[config.mk]
export PLATFORM = sky130hd
export DESIGN_NAME = etx_recip_stage
export DESIGN_NICKNAME = d
export VERILOG_FILES = /design/src/rtl/core/exp_taylor_horner_4lane_macros.svh /design/src/rtl/core/etx_pkg.sv /design/src/rtl/core/etx_recip_stage.sv
export SDC_FILE = /design/constraint.sdc
export NUM_CORES = 1
export LEC_CHECK = 0
export BUFFER_PORTS_ARGS = -buffer_cell sky130_fd_sc_hd__buf_2
export CAP_MARGIN = 20
export CORE_AREA = 10 10 391 393
export CTS_CLUSTER_SIZE = 16
export DETAILED_ROUTE_END_ITERATION = 10
export DIE_AREA = 0 0 401 403
export GPL_ROUTABILITY_DRIVEN = 0
export PLACE_DENSITY_LB_ADDON = 0.08
export SLEW_MARGIN = 20
export SYNTH_ARGS = -nofsm -noshare
export SYNTH_HDL_FRONTEND = slang
export SYNTH_SLANG_ARGS = --single-unit
export TNS_END_PERCENT = 5
[constraint.sdc]
create_clock -name clock -period 3.45 [get_ports clock]
set_input_delay 0.345 -clock clock [delete_from_list [all_inputs] [get_ports clock]]
set_output_delay 0.345 -clock clock [all_outputs]
set_load 0.1 [all_outputs]
[src/rtl/core/exp_taylor_horner_4lane_macros.svh]
// ----------------------------------------------------------------------------
// exp_taylor_horner_4lane assertion macros
// Shared concurrent assertion forms for the exponential pipeline.
// ----------------------------------------------------------------------------
`ifndef EXP_TAYLOR_HORNER_4LANE_MACROS_SVH
`define EXP_TAYLOR_HORNER_4LANE_MACROS_SVH

// Same-cycle implication, disabled during reset.
`define ETX_ASSERT_IMP(lbl, clk, rst, ante, cons) \
   lbl: assert property (@(posedge clk) disable iff (rst) (ante) |-> (cons)) \
      else $error("etx: same-cycle check failed");

// Next-cycle implication, disabled during reset.
`define ETX_ASSERT_NXT(lbl, clk, rst, ante, cons) \
   lbl: assert property (@(posedge clk) disable iff (rst) (ante) |=> (cons)) \
      else $error("etx: next-cycle check failed");

`endif

[src/rtl/core/etx_pkg.sv]
// ----------------------------------------------------------------------------
// etx_pkg
// Types, widths and the series coefficient function for the exponential.
// ----------------------------------------------------------------------------
package etx_pkg;

   localparam int Lanes     = 4;
   localparam int ArgW      = 16;
   localparam int AccW      = 52;
   localparam int QuoW      = 21;
   localparam int ResW      = 32;
   localparam int NumW      = 6;
   localparam int NeffW     = 7;
   localparam int TFrac     = 15;
   localparam int OutFrac   = 20;
   localparam int AccFrac   = 40;
   localparam int GenShift  = 10;

   localparam logic [NumW-1:0] NumTermsReset = 6'd24;
   localparam logic [ResW-1:0] RecipMax      = 32'h0010_0000;

   typedef struct packed {
      logic            neg;
      logic [ArgW-1:0] mag;
      logic [AccW-1:0] acc;
   } etx_lane_type;

   typedef struct packed {
      logic            neg;
      logic [AccW-1:0] acc;
      logic [AccW-1:0] rem;
      logic [QuoW-1:0] quo;
   } etx_div_type;

   typedef etx_lane_type [Lanes-1:0] etx_lanes_type;
   typedef etx_div_type  [Lanes-1:0] etx_divs_type;

   // 8^k/k! in Q24.40, built from a Q50 recursion; used at elaboration only.
   function automatic logic [63:0] coef_at(int k);
      logic [63:0] g;
      logic [63:0] c;
      g = 64'd1 << 50;
      c = 64'd1 << AccFrac;
      for (int j = 1; j <= k; j++) begin
         g = (g * 64'd8 + 64'(j / 2)) / 64'(j);
         c = (g + (64'd1 << (GenShift - 1))) >> GenShift;
      end
      return c;
   endfunction

endpackage

[src/rtl/core/etx_recip_stage.sv]
// ----------------------------------------------------------------------------
// etx_recip_stage
// One restoring-division step for all lanes, producing quotient bit BIT.
// ----------------------------------------------------------------------------
module etx_recip_stage #(
   parameter int BIT = 0
) (
   input  logic                   clock,
   input  logic                   reset,
   input  logic                   adv,
   input  logic                   in_valid,
   input  etx_pkg::etx_divs_type  in_divs,
   output logic                   out_valid,
   output etx_pkg::etx_divs_type  out_divs
);
   import etx_pkg::*;

   logic [AccW:0]  rem_sh [Lanes];
   logic [AccW:0]  diff   [Lanes];
   etx_divs_type   divs_in, divs_ff;
   logic           valid_ff;

   always_comb begin
      divs_in = in_divs;
      for (int l = 0; l < Lanes; l++) begin
         // numerator bit BIT of 2^60 + acc/2 is acc bit BIT+1
         rem_sh[l] = {in_divs[l].rem, in_divs[l].acc[BIT+1]};
         diff[l]   = rem_sh[l] - {1'b0, in_divs[l].acc};
         if (rem_sh[l] >= {1'b0, in_divs[l].acc}) begin
            divs_in[l].rem      = diff[l][AccW-1:0];
            divs_in[l].quo[BIT] = 1'b1;
         end else begin
            divs_in[l].rem      = rem_sh[l][AccW-1:0];
         end
      end
   end

   always_ff @(posedge clock) begin
      if (reset) begin
         valid_ff <= 1'b0;
      end else if (adv) begin
         valid_ff <= in_valid;
      end
   end

   always_ff @(posedge clock) begin
      if (adv) begin
         divs_ff <= divs_in;
      end
   end

   assign out_valid = valid_ff;
   assign out_divs  = divs_ff;

endmodule

# Yosys cells after proc, flatten, opt, wreduce, memory -nomap -nowiden
# Index checks and enable logic that the tools add are counted.
[word_totals]
latchBits = 0
inputBits = 508
mem_count = 0
elab_cells = 33
output_inout_bits = 505
romBits = 0
ramBits = 0
ff_bits = 505
[op_classes]
mux = 4
eq_ne = 0
add_sub_neg = 4
shift = 0
mul = 0
magnitude_cmp = 4
n_reduce_logical = 0
div = 0
bitwise_logic = 0
[ops]
columns = ["operator", "n"]
rows = [
  ["53-bit by 52-bit greater-or-equal comparator with 1-bit output", 4],
  ["52-bit two-way mux", 4],
  ["52-bit subtractor", 4],
]

# Logic depth before layout (Yosys ltp)
# Gate-level depths: netlist of run 1.
[logic_depth]
word_depth = 2
mapped_depth = 16
depth_no_buf = 14

# Least setup slack after synthesis of run 1
# Ideal clock, no wire load.
[synth_path]
path_kind = "input port to flip-flop"
start = "in in_divs[326] (netlist name)"
end = "reg divs_ff, in the netlist out_divs[319] (data pin)"
path_stages = 14
t_arrival_ns = 3.126
required_time_ns = 3.189
n_path_buf = 0
path_slack_ns = 0.063
setup_time_ns = 0.261
path_cell_list = "inv_1 -> ha_1 -> fa_1 -> nand2b_1 -> a21oi_2 -> o21ai_2 -> o31ai_2 -> a41oi_1 -> o41a_1 -> o21bai_1 -> a21boi_1 -> o21ai_0 -> xnor2_1 -> a21oi_1"
[synth_rtl]
columns = ["item", "line_no", "text"]
rows = [
  ["from (decl)", "etx_recip_stage.sv:12", "input etx_pkg::etx_divs_type in_divs,"],
  ["to (signal assigned)", "etx_recip_stage.sv:48", "divs_ff <= divs_in;"],
  ["to (decl)", "etx_recip_stage.sv:20", "etx_divs_type divs_in, divs_ff;"],
]

==> results.md, run 1 <==
* Port bufs at approximately 1,000
* CP most frequent cell: buf_4
* Status: finished clean
* Lkg Pwr at 0.02162 uW
* Worst Setup End Kind: flip-flop
* Layout cells sized above 1 at between 30% and 40%
* EDFF count, synth at around 500
* WP data arrival at 3.75 ns
* Finish-stage setup viols at 0
* Yosys top cell area share at 50.28%
* Worst slew margin at 57.67%
* # clock sinks at around 500
* Leading area contributor after synthesis: edfxtp_1
* Area Overhead vs Synth at 59.14%
* Post-synth top flop: edfxtp_1
* Synth cell types at approximately 80
* Die area at between 150,000 and 200,000 um^2
* Crit-path max FO at 35
* Seq pwr share at between 30% and 40%
* WP data required at 3.84 ns
* ANT nets after route at 0
* Initial antenna violation count at 45
* Wire length on met1 at slightly above 60,000 um
* Vias/cell at around 4.3
* Crit Path Class: input pin to flip-flop
* Largest net degree at the start of global routing at 64
* Num CTS Buffers at 68
* Initial core utilization at around a fifth
* F_max at between 200 and 300 MHz
* Final worst path period share at a little over nine tenths
* Syn Area/Cell at roughly 11 um^2
* GRT overflow at 0
* CP Cell Sequence: dlygate4sd3_1 -> buf_2 -> ha_1 -> buf_4 -> a21oi_1 -> nor2_1 -> o21a_1 -> o41ai_1 -> buf_4 -> o31a_1 -> or3_1 -> and3_4 -> buf_12 -> mux2_2
* Drt initial violations at 1,311
* Synth top cells by count: edfxtp_1, a21oi_1, inv_1
* Total of max-cap violations at 0
* DR WL met2 at 70,870 um
* Hold Crit Class: input pin to flip-flop
* Via count at slightly below 30,000
* Register area share after synthesis at slightly above 50%
* Worst Tran Pin Value at 0.6349 ns
* NetSw at 11,230 uW
* Die Span Y at between 400 and 500 um
* Reg clk slew, reported paths at around 0.060 ns
* Met3 Routed Length at about 10000 um
* Drc violations at 0
* Chip width at around 400 um
* Fin nets at 5,421
* Ys Warns at 0
* Post-synth ARST share at 0%
* Synth Register Bits at 505
* Largest cells by area after synthesis: edfxtp_1, ha_1, a21oi_1
* # IOs at a little over 1,000
* Row count at 140
* Mapped Cells at 2,816
* Fin crit period at ~3.4 ns
* PwrDens at between 500 and 600 nW/um^2
* First-pass GRT wire length at between 200,000 and 250,000 um
* Design Power at 25,980 uW
* Slowest CP cell: dlygate4sd3_1
* Mapped Area at 30,100 um^2
* Highest Signal Layer: met5
* Root buffer cell: clkbuf_16
* Fin. Hold Viols at 0
* Worst hold slack at 0.05596 ns
* Clock power frac at roughly 28%
* Worst skew pair latency at 0.66 ns
* Worst setup SP type: input pin
* RSZ-0062 raised after global routing: yes
* Peak VDD IR at ~410 uV
* Max-slew violation count at 0
* Total global-route track usage at 17.28%
* Combinational Power Share at between 40% and 50%
* Synth Net Count at between 3,000 and 4,000
* Vias in the first global route at 30,635
* Worst Skew at 0 ns
* Drt wl/cell at 21.97 um
* WL final at approximately 150,000 um
* Most numerous cell in the Yosys netlist: edfxtp_1
* HPWL reported at the end of detailed placement at roughly 120,000 um
* Iteration count of the initial detailed-routing pass at 5
* Pint at 14,750 uW
* H-tree Lvls at 3
* Core area at 145,000 um^2
* CTS tree: done
* Fill count at 15,288
* CTS Buffer Depth at 3
* Sw frac at around 43%
* Worst path max stage delay at between 0.5 and 0.6 ns
-- cells by family after synthesis --
group | after synthesis | synth area share, %
AOI/OAI and AO/OA | 812 | 17.05
and+or+nand+nor | 640 | 10.16
DFF | 505 | 50.35
buffers and inverters | 373 | 4.868
adders and majority gates | 212 | 8.912
xor gates and xnor gates | 189 | 5.499
muxes | 85 | 3.163
-- worst max-delay path, delay by kind of cell --
kind	cells	cell delay, ns
AO/OA/AOI/OAI	4	0.90
adder cells (fa/ha/maj)	1	0.35
buffers and inverters	5	1.29
multiplexers	1	0.35
AND/OR/NAND/NOR	3	0.48
-- worst paths after layout --
path,cells after the start,start,to,slack (ns)
worst min register to register,3,out_valid$_SDFFE_PP0P_,out_valid$_SDFFE_PP0P_,1.04
worst max-delay path,14,in_divs[30],out_divs[36]$_DFFE_PP_,0.1
worst min-delay path,1,in_divs[455],out_divs[455]$_DFFE_PP_,0.06
worst max register to register,3,out_valid$_SDFFE_PP0P_,out_valid$_SDFFE_PP0P_,2.31
-- registers in the layout, indices dropped and copies added (netlist names) --
signal and count:
out_divs 504, out_valid 1
-- cell usage in the layout (no fill, tap or decap), drive strengths merged, types with 40 or more instances in the layout --
cell type | synthesis | final
dlygate4sd3 | 0 | 435
mux2 | 81 | 81
nand2 | 176 | 176
o21ai | 169 | 169
nand4 | 74 | 74
xor2 | 73 | 73
inv | 248 | 251
nand3 | 40 | 40
o21bai | 40 | 40
buf | 32 | 1501
clkbuf | 93 | 85
nor2 | 189 | 189
a21o | 143 | 143
xnor2 | 116 | 116
edfxtp | 504 | 504
a21oi | 295 | 295
ha | 208 | 208
-- power by group through the flow --
stage               clock network (uW)  registers [uW]  logic [uW]
floorplan                            0           12900        2420
global placement                     0            7940       10500
detailed placement                   0            7950       10500
CTS                               7590            7830       10900
global route                      7800            7890       11500
finish                            7250            7820       10900
-- cell type report --
type | count | area (um^2) | area share (%)
antenna | 10 | 25.02 | 0.05224
multi-input combinational | 1938 | 13750 | 28.70
inverter | 248 | 930.9 | 1.943
clock inverter | 39 | 450.4 | 0.9403
clock buffer | 82 | 1775 | 3.707
timing repair buffer | 1940 | 13420 | 28.02
sequential | 505 | 15150 | 31.64
tap | 1917 | 2399 | 5.007
-- layer usage --
metal | vias to the layer above | GRT usage, %
met5 | - | 0
met4 | 30 | 5.620
met3 | 188 | 4.930
met2 | 840 | 29.66
met1 | 13676 | 20.70
li1 | 14113 | -
-- what timing repair did --
item | 4_1_cts | 5_1_grt
hold buffers | 436 | 0
buffers inserted | 0 | 10
endpoints found under the hold margin | 435 | 0
resized for setup | 0 | 57
setup endpoints to repair | 0 | 148
-- metrics by stage --
step	utilization, %	setup WS, ns	instance area, um^2	setup TNS, ns	instances
detailed placement	28.19	-0.4969	40890	-62.66	6100
CTS	32.74	0.001760	47480	0	6657
global placement	28.19	-0.5268	40890	-60.41	6100
finish	33.03	0.09572	47900	0	6679
global route	33.02	-0.04970	47890	-0.5049	6676
floorplan	-	0.06328	30100	0	2816
Power figures use the tool's default switching activity.
==> run 2, diff against run 1 <==
--- a/config.mk
+++ b/config.mk
@@ -5,12 +5,13 @@
 export SDC_FILE = /design/constraint.sdc
 export NUM_CORES = 1
 export LEC_CHECK = 0
+export ABC_AREA = 1
 export BUFFER_PORTS_ARGS = -buffer_cell sky130_fd_sc_hd__buf_2
 export CAP_MARGIN = 20
-export CORE_AREA = 10 10 391 393
+export CORE_MARGIN = 10
+export CORE_UTILIZATION = 25
 export CTS_CLUSTER_SIZE = 16
 export DETAILED_ROUTE_END_ITERATION = 10
-export DIE_AREA = 0 0 401 403
 export GPL_ROUTABILITY_DRIVEN = 0
 export PLACE_DENSITY_LB_ADDON = 0.08
 export SLEW_MARGIN = 20
==> run 2 against run 1 <==
Net effect:
- register-to-register slack is essentially flat
- largest cell class is now multi-input gates
- global-route usage up 3.3 points
- critical endpoint is now out_divs[0]$_SDFFCE_PP1P_
- area after synthesis rose by 25%
==> results.md, run 2 <==
* Largest cells by area after synthesis: edfxtp_1, nand2_1, inv_1
* Register area at 15,150 um^2
* Worst Skew at 0 ns
* H-tree Lvls at 2
* Core area at between 100,000 and 150,000 um^2
* Initial core utilization at about a quarter
* Syn Area/Cell at 7.011 um^2
* GRT overflow at 0
* Layout cells sized above 1 at approximately 18%
* Die Span Y at just over 400 um
* Total of max-cap violations at 0
* Num CTS Buffers at 61
* Synth Net Count at 6,089
* Area Overhead vs Synth at 36.59%
* Via count at roughly 38,000
* Fin. Hold Viols at 0
* Register area share after synthesis at about 40%
* Largest net degree at the start of global routing at slightly below 90
* Hold Crit Class: input pin to flip-flop
* WP data required at 3.86 ns
* WP data arrival at roughly 3.3 ns
* Multi-input logic area at between 15,000 and 20,000 um^2
* Commonest cells after routing, fill and taps aside: nand2_1, inv_1, buf_2
* Worst Tran Pin Value at 0.6483 ns
* Worst hold slack at just under 0.05 ns
* Post-CTS Setup Inserts at 0
* Port bufs at ~1,000
* Row count at about 140
* Post-synth top flop: edfxtp_1
* RSZ-0062 raised after global routing: no
* Root buffer cell: clkbuf_16
* PwrDens at 484.5 nW/um^2
* Drc violations at 0
* Synth Register Bits at just over 500
* Chip width at 408.0 um
* Synth cell types at 37
* Mapped Area at between 30,000 and 40,000 um^2
* Status: finished clean
* Most numerous cell in the Yosys netlist: nand2_1
* CTS tree: done
* EDFF count, synth at a little over 500
* Fin nets at roughly 7,600
* Initial antenna violation count at 39
* # IOs at around 1,000
* Ys Warns at 0
* F_max at around 340 MHz
* Vias/cell at 4.277
* Iteration count of the initial detailed-routing pass at 5
* Worst Setup End Kind: flip-flop
* Peak VDD IR at 445.7 uV
* Worst slew margin at between 50% and 60%
* WL final at around 180,000 um
* CTS Buffer Depth at 3
* First-pass GRT wire length at 258,400 um
* Total global-route track usage at between 20% and 30%
* Setup TNS at 0 ns
* Fill count at roughly 17,000
* Crit-path max FO at 35
* Max-slew violation count at 0
* Fin crit period at a little under 3 ns
* Post-synth ARST share at 0%
* ANT nets after route at 0
* Die area at 166,500 um^2
* Drt wl/cell at roughly 20 um
* Yosys top cell area share at roughly two fifths
* Mapped Cells at 5,369
* Synth top cells by count: nand2_1, inv_1, edfxtp_1
* Worst setup SP type: input pin
* HPWL reported at the end of detailed placement at 152,700 um
* Commonest non-fill, non-tap cell in the layout: nand2_1
* Max FFs per register at 504
* Crit Path Class: input pin to flip-flop
* Drt initial violations at 2,432
* Worst skew pair latency at ~0.67 ns
* Vias in the first global route at between 30,000 and 40,000
* Leading area contributor after synthesis: edfxtp_1
* Finish-stage setup viols at 0
* Final worst path period share at ~85%
* Lkg Pwr at approximately 0.028 uW
* # clock sinks at around 500
* Reg clk slew, reported paths at about 0.06 ns
-- run 2: worst paths after layout --
path                     startpoint                        end  slack, ns  depth (start not counted)
max                     in_divs[88]  out_divs[0]$_SDFFCE_PP1P_       0.52                         15
min reg2reg  out_valid$_SDFFE_PP0P_     out_valid$_SDFFE_PP0P_       1.04                          3
max reg2reg  out_valid$_SDFFE_PP0P_     out_valid$_SDFFE_PP0P_       2.31                          3
min                    in_divs[289]    out_divs[290]$_DFFE_PP_       0.05                          3
-- run 2: through the flow --
stage | std cells | power (uW) | cell area [um^2] | util, % | setup slack [ns]
3_5_place_dp | 8394 | 18370 | 45410 | 30.32 | 0.4744
5_1_grt | 8919 | 26130 | 51400 | 34.32 | 0.4493
6_report | 8923 | 24910 | 51410 | 34.33 | 0.5214
4_1_cts | 8911 | 25250 | 51380 | 34.30 | 0.6304
3_3_place_gp | 8394 | 18400 | 45410 | 30.32 | 0.5048
2_1_floorplan | 5369 | 15600 | 37640 | - | 1.338
-- run 2: cells by family (layout without fill, tap and decap cells) --
logic type / count (synthesis) / count (layout) / share of synthesized area, %
compound gates: 261 / 261 / 3.750
fa+ha+maj: 212 / 212 / 7.127
buf+inv: 1395 / 2922 / 14.44
simple gates: 2883 / 2883 / 31.79
mux: 1 / 1 / 0.02659
other cells: 0 / 11 / 0
flops: 505 / 505 / 40.26
xor+xnor: 112 / 112 / 2.606
-- run 2: critical path: stages --
cell	delay, ns
dlygate4sd3_1	0.65
buf_2	0.19
inv_1	0.06
ha_1	0.34
nand2_1	0.12
inv_1	0.05
nand2_1	0.06
nand2_1	0.07
nand2_1	0.07
nand2_1	0.07
nand3b_1	0.30
nand2_2	0.16
nand3_4	0.29
buf_12	0.29
or2_1	0.23
-- run 2: where the power goes --
part           internal [uW]  switching [uW]  total (uW)
registers               7600             230        7830
logic                   2250            8510       10800
clock network           3600            2730        6320
-- run 2: area by class of cell --
class                           count  share of cell area, %
Antenna cell                       11                0.05354
Clock buffer                       73                  3.139
Clock inverter                     39                 0.5719
Inverter                         1339                  9.776
Multi-Input combinational cell   3469                  33.16
Sequential cell                   505                  29.48
Tap cell                         2016                  4.906
Timing Repair Buffer             1471                  18.91
-- run 2: repair_timing --
action / CTS / global route
gates resized for setup: 0 / 0
hold buffers: 405 / 1
endpoints found under the hold margin: 404 / 1
-- run 2: metal layers --
metal  GRT usage (%)  wire, um  up-vias
met4           5.126      4566       34
met3           4.272     10560      190
met5               0       220        -
met2           34.90     84140     1090
met1           26.45     79920    17389
li1                -         -    19460
==> run 3, diff against run 2 <==
--- a/config.mk
+++ b/config.mk
@@ -5,13 +5,13 @@
 export SDC_FILE = /design/constraint.sdc
 export NUM_CORES = 1
 export LEC_CHECK = 0
-export ABC_AREA = 1
+export ABC_AREA = 0
 export BUFFER_PORTS_ARGS = -buffer_cell sky130_fd_sc_hd__buf_2
 export CAP_MARGIN = 20
-export CORE_MARGIN = 10
-export CORE_UTILIZATION = 25
+export CORE_AREA = 10 10 391 393
 export CTS_CLUSTER_SIZE = 16
 export DETAILED_ROUTE_END_ITERATION = 10
+export DIE_AREA = 0 0 401 403
 export GPL_ROUTABILITY_DRIVEN = 0
 export PLACE_DENSITY_LB_ADDON = 0.08
 export SLEW_MARGIN = 20
==> constraint.sdc (replaced) <==
create_clock -name clock -period 3 [get_ports clock]
set_input_delay 0.3 -clock clock [delete_from_list [all_inputs] [get_ports clock]]
set_output_delay 0.3 -clock clock [all_outputs]
set_load 0.1 [all_outputs]
==> run 3 against run 2 <==
Net effect:
- the flow now finishes with violations (negative setup slack)
- routed wire length down 15%
- non-clock buffer count up 718
- critical path depth increased by 1
- first-iteration DRC count shrank 38%
- sequential power increased by 15%
- power up 23%
- flip-flop and latch count stayed put
- cell count fell by 22%
- combinational power is 22% higher
- via count down 22%
- largest power group unchanged
- highest routed layer unchanged
==> results.md, run 3 (same netlist as run 1, synthesis figures left out) <==
* Fin nets at approximately 5,700
* Fin crit period at 3.017 ns
* Die area at 161,600 um^2
* Failing checks: negative setup slack
* Design Area, Final at 50,870 um^2
* Hold Crit Class: input pin to flip-flop
* Worst hold slack at 0.04151 ns
* CTS Buffer Depth at 3
* PwrDens at around 600 nW/um^2
* Layout cells sized above 1 at 41.53%
* Worst setup SP type: input pin
* Worst Tran Pin Value at between 0.6 and 0.7 ns
* WL final at 151,600 um
* Largest net degree at the start of global routing at 74
* Worst skew pair latency at 0.67 ns
* Worst slew margin at between 50% and 60%
* Max-slew violation count at 0
* Chip width at approximately 400 um
* Area Overhead vs Synth at 69.02%
* Crit Path Class: input pin to flip-flop
* Core area at roughly 150,000 um^2
* Via count at 29,641
* WP data arrival at around 3.4 ns
* Drc violations at 0
* Row count at 140
* Port bufs at 1,012
* Crit-path max FO at 24
* Drt initial violations at approximately 1,500
* Root buffer cell: clkbuf_16
* Max FFs per register at 504
* Final core utilization at between 30% and 40%
* Final worst path period share at 100.6%
* Vias in the first global route at between 30,000 and 40,000
* Status: finished, violations left
* HPWL reported at the end of detailed placement at between 100,000 and 150,000 um
* Setup WS post-layout at -0.01706 ns
* GRT overflow at 0
* RSZ-0062 raised after global routing: yes
* Initial core utilization at around a fifth
* Commonest cells after routing, fill and taps aside: buf_2, buf_4, edfxtp_1
* Die Span Y at about 400 um
* ANT nets after route at 0
* Total global-route track usage at between 10% and 20%
* First-pass GRT wire length at between 200,000 and 250,000 um
* F_max at 331.4 MHz
* Lkg Pwr at 0.02297 uW
* Worst Setup End Kind: flip-flop
* Vias/cell at approximately 4.3
* Design Power at 30,620 uW
* Total of max-cap violations at 0
* H-tree Lvls at 3
* # IOs at 1,013
* WP data required at roughly 3.4 ns
* Reg clk slew, reported paths at 0.05 ns
* Worst Skew at 0 ns
* Area of placed instances at 42,950 um^2
* CTS tree: done
* Fin. Hold Viols at 0
* # clock sinks at approximately 500
* Initial antenna violation count at 49
* Num CTS Buffers at 70
* Peak VDD IR at 403.5 uV
* Commonest non-fill, non-tap cell in the layout: buf_2
* Finish-stage setup viols at 5
* Drt wl/cell at around 22 um
* Iteration count of the initial detailed-routing pass at 5
* Fill count at 15,136
## run 3: cell count changes in the layout (fill, tap and decap cells not counted), sizes merged, moves of 81 or more
cell	previous run	this run
mux2	0	81
a21oi	112	295
inv	1341	248
nand3	224	40
a21o	3	143
buf	1065	1721
xnor2	4	116
nand2	2038	176
nor2	364	189
## run 3: layer usage
layer	part of all wire [%]	global-route usage, %	vias up
met3	6.5	4.926	190
met5	0.12	0	-
li1	-	-	14624
met1	41	20.94	14036
met2	50	31.81	765
met4	2.4	4.681	26
## run 3: path summary, 6_finish.rpt
check	from	to	slack [ns]	cells after the start
max	in_divs[74]	out_divs[24]$_DFFE_PP_	-0.02	16
min	in_divs[307]	out_divs[308]$_DFFE_PP_	0.04	3
max reg2reg	out_valid$_SDFFE_PP0P_	out_valid$_SDFFE_PP0P_	1.87	3
min reg2reg	out_valid$_SDFFE_PP0P_	out_valid$_SDFFE_PP0P_	1.05	3
## run 3: power breakdown
part	switching (uW)	internal [uW]
combinational	9420	3780
clock	3480	4950
sequential	220	8770
total	13100	17500
## run 3: worst max-delay path, cell delays in order
cell and delay (ns):
buf_4 0.10, inv_4 0.04, ha_4 0.26, nor2b_4 0.14, o31a_1 0.34, o21ai_2 0.09
buf_4 0.14, or2_4 0.27, a21oi_4 0.19, o41ai_4 0.12, o31a_1 0.35, or3_1 0.35
and3_4 0.21, buf_12 0.16, buf_6 0.15, a21o_1 0.17
## run 3: what timing repair did
item / in CTS / in global routing
pin swaps: 1 / 50
hold buffers: 461 / 1
buffers inserted: 0 / 18
gates cloned: 0 / 4
setup endpoints to repair: 53 / 198
resized for setup: 4 / 165
hold endpoints to repair: 460 / 1
## run 3: cell type report
cell class	count	area [um^2]	share of cell area, %
timing repair buffer	2189	15520	30.50
sequential	505	15150	29.79
multi-input combinational	1938	14520	28.54
tap	1917	2399	4.715
clock buffer	88	1862	3.660
inverter	248	978.4	1.923
clock inverter	38	416.7	0.8190
antenna	12	30.03	0.05903
## run 3: per-stage QoR
stage	worst slack (ns)	instances	setup TNS (ns)
3_5_place_dp	-0.8037	6314	-139.13
3_3_place_gp	-0.8643	6314	-136.34
5_1_grt	-0.09544	6927	-2.093
2_1_floorplan	-0.1197	2816	-10.33
4_1_cts	-0.03474	6901	-0.08574
6_report	-0.01706	6935	-0.05769
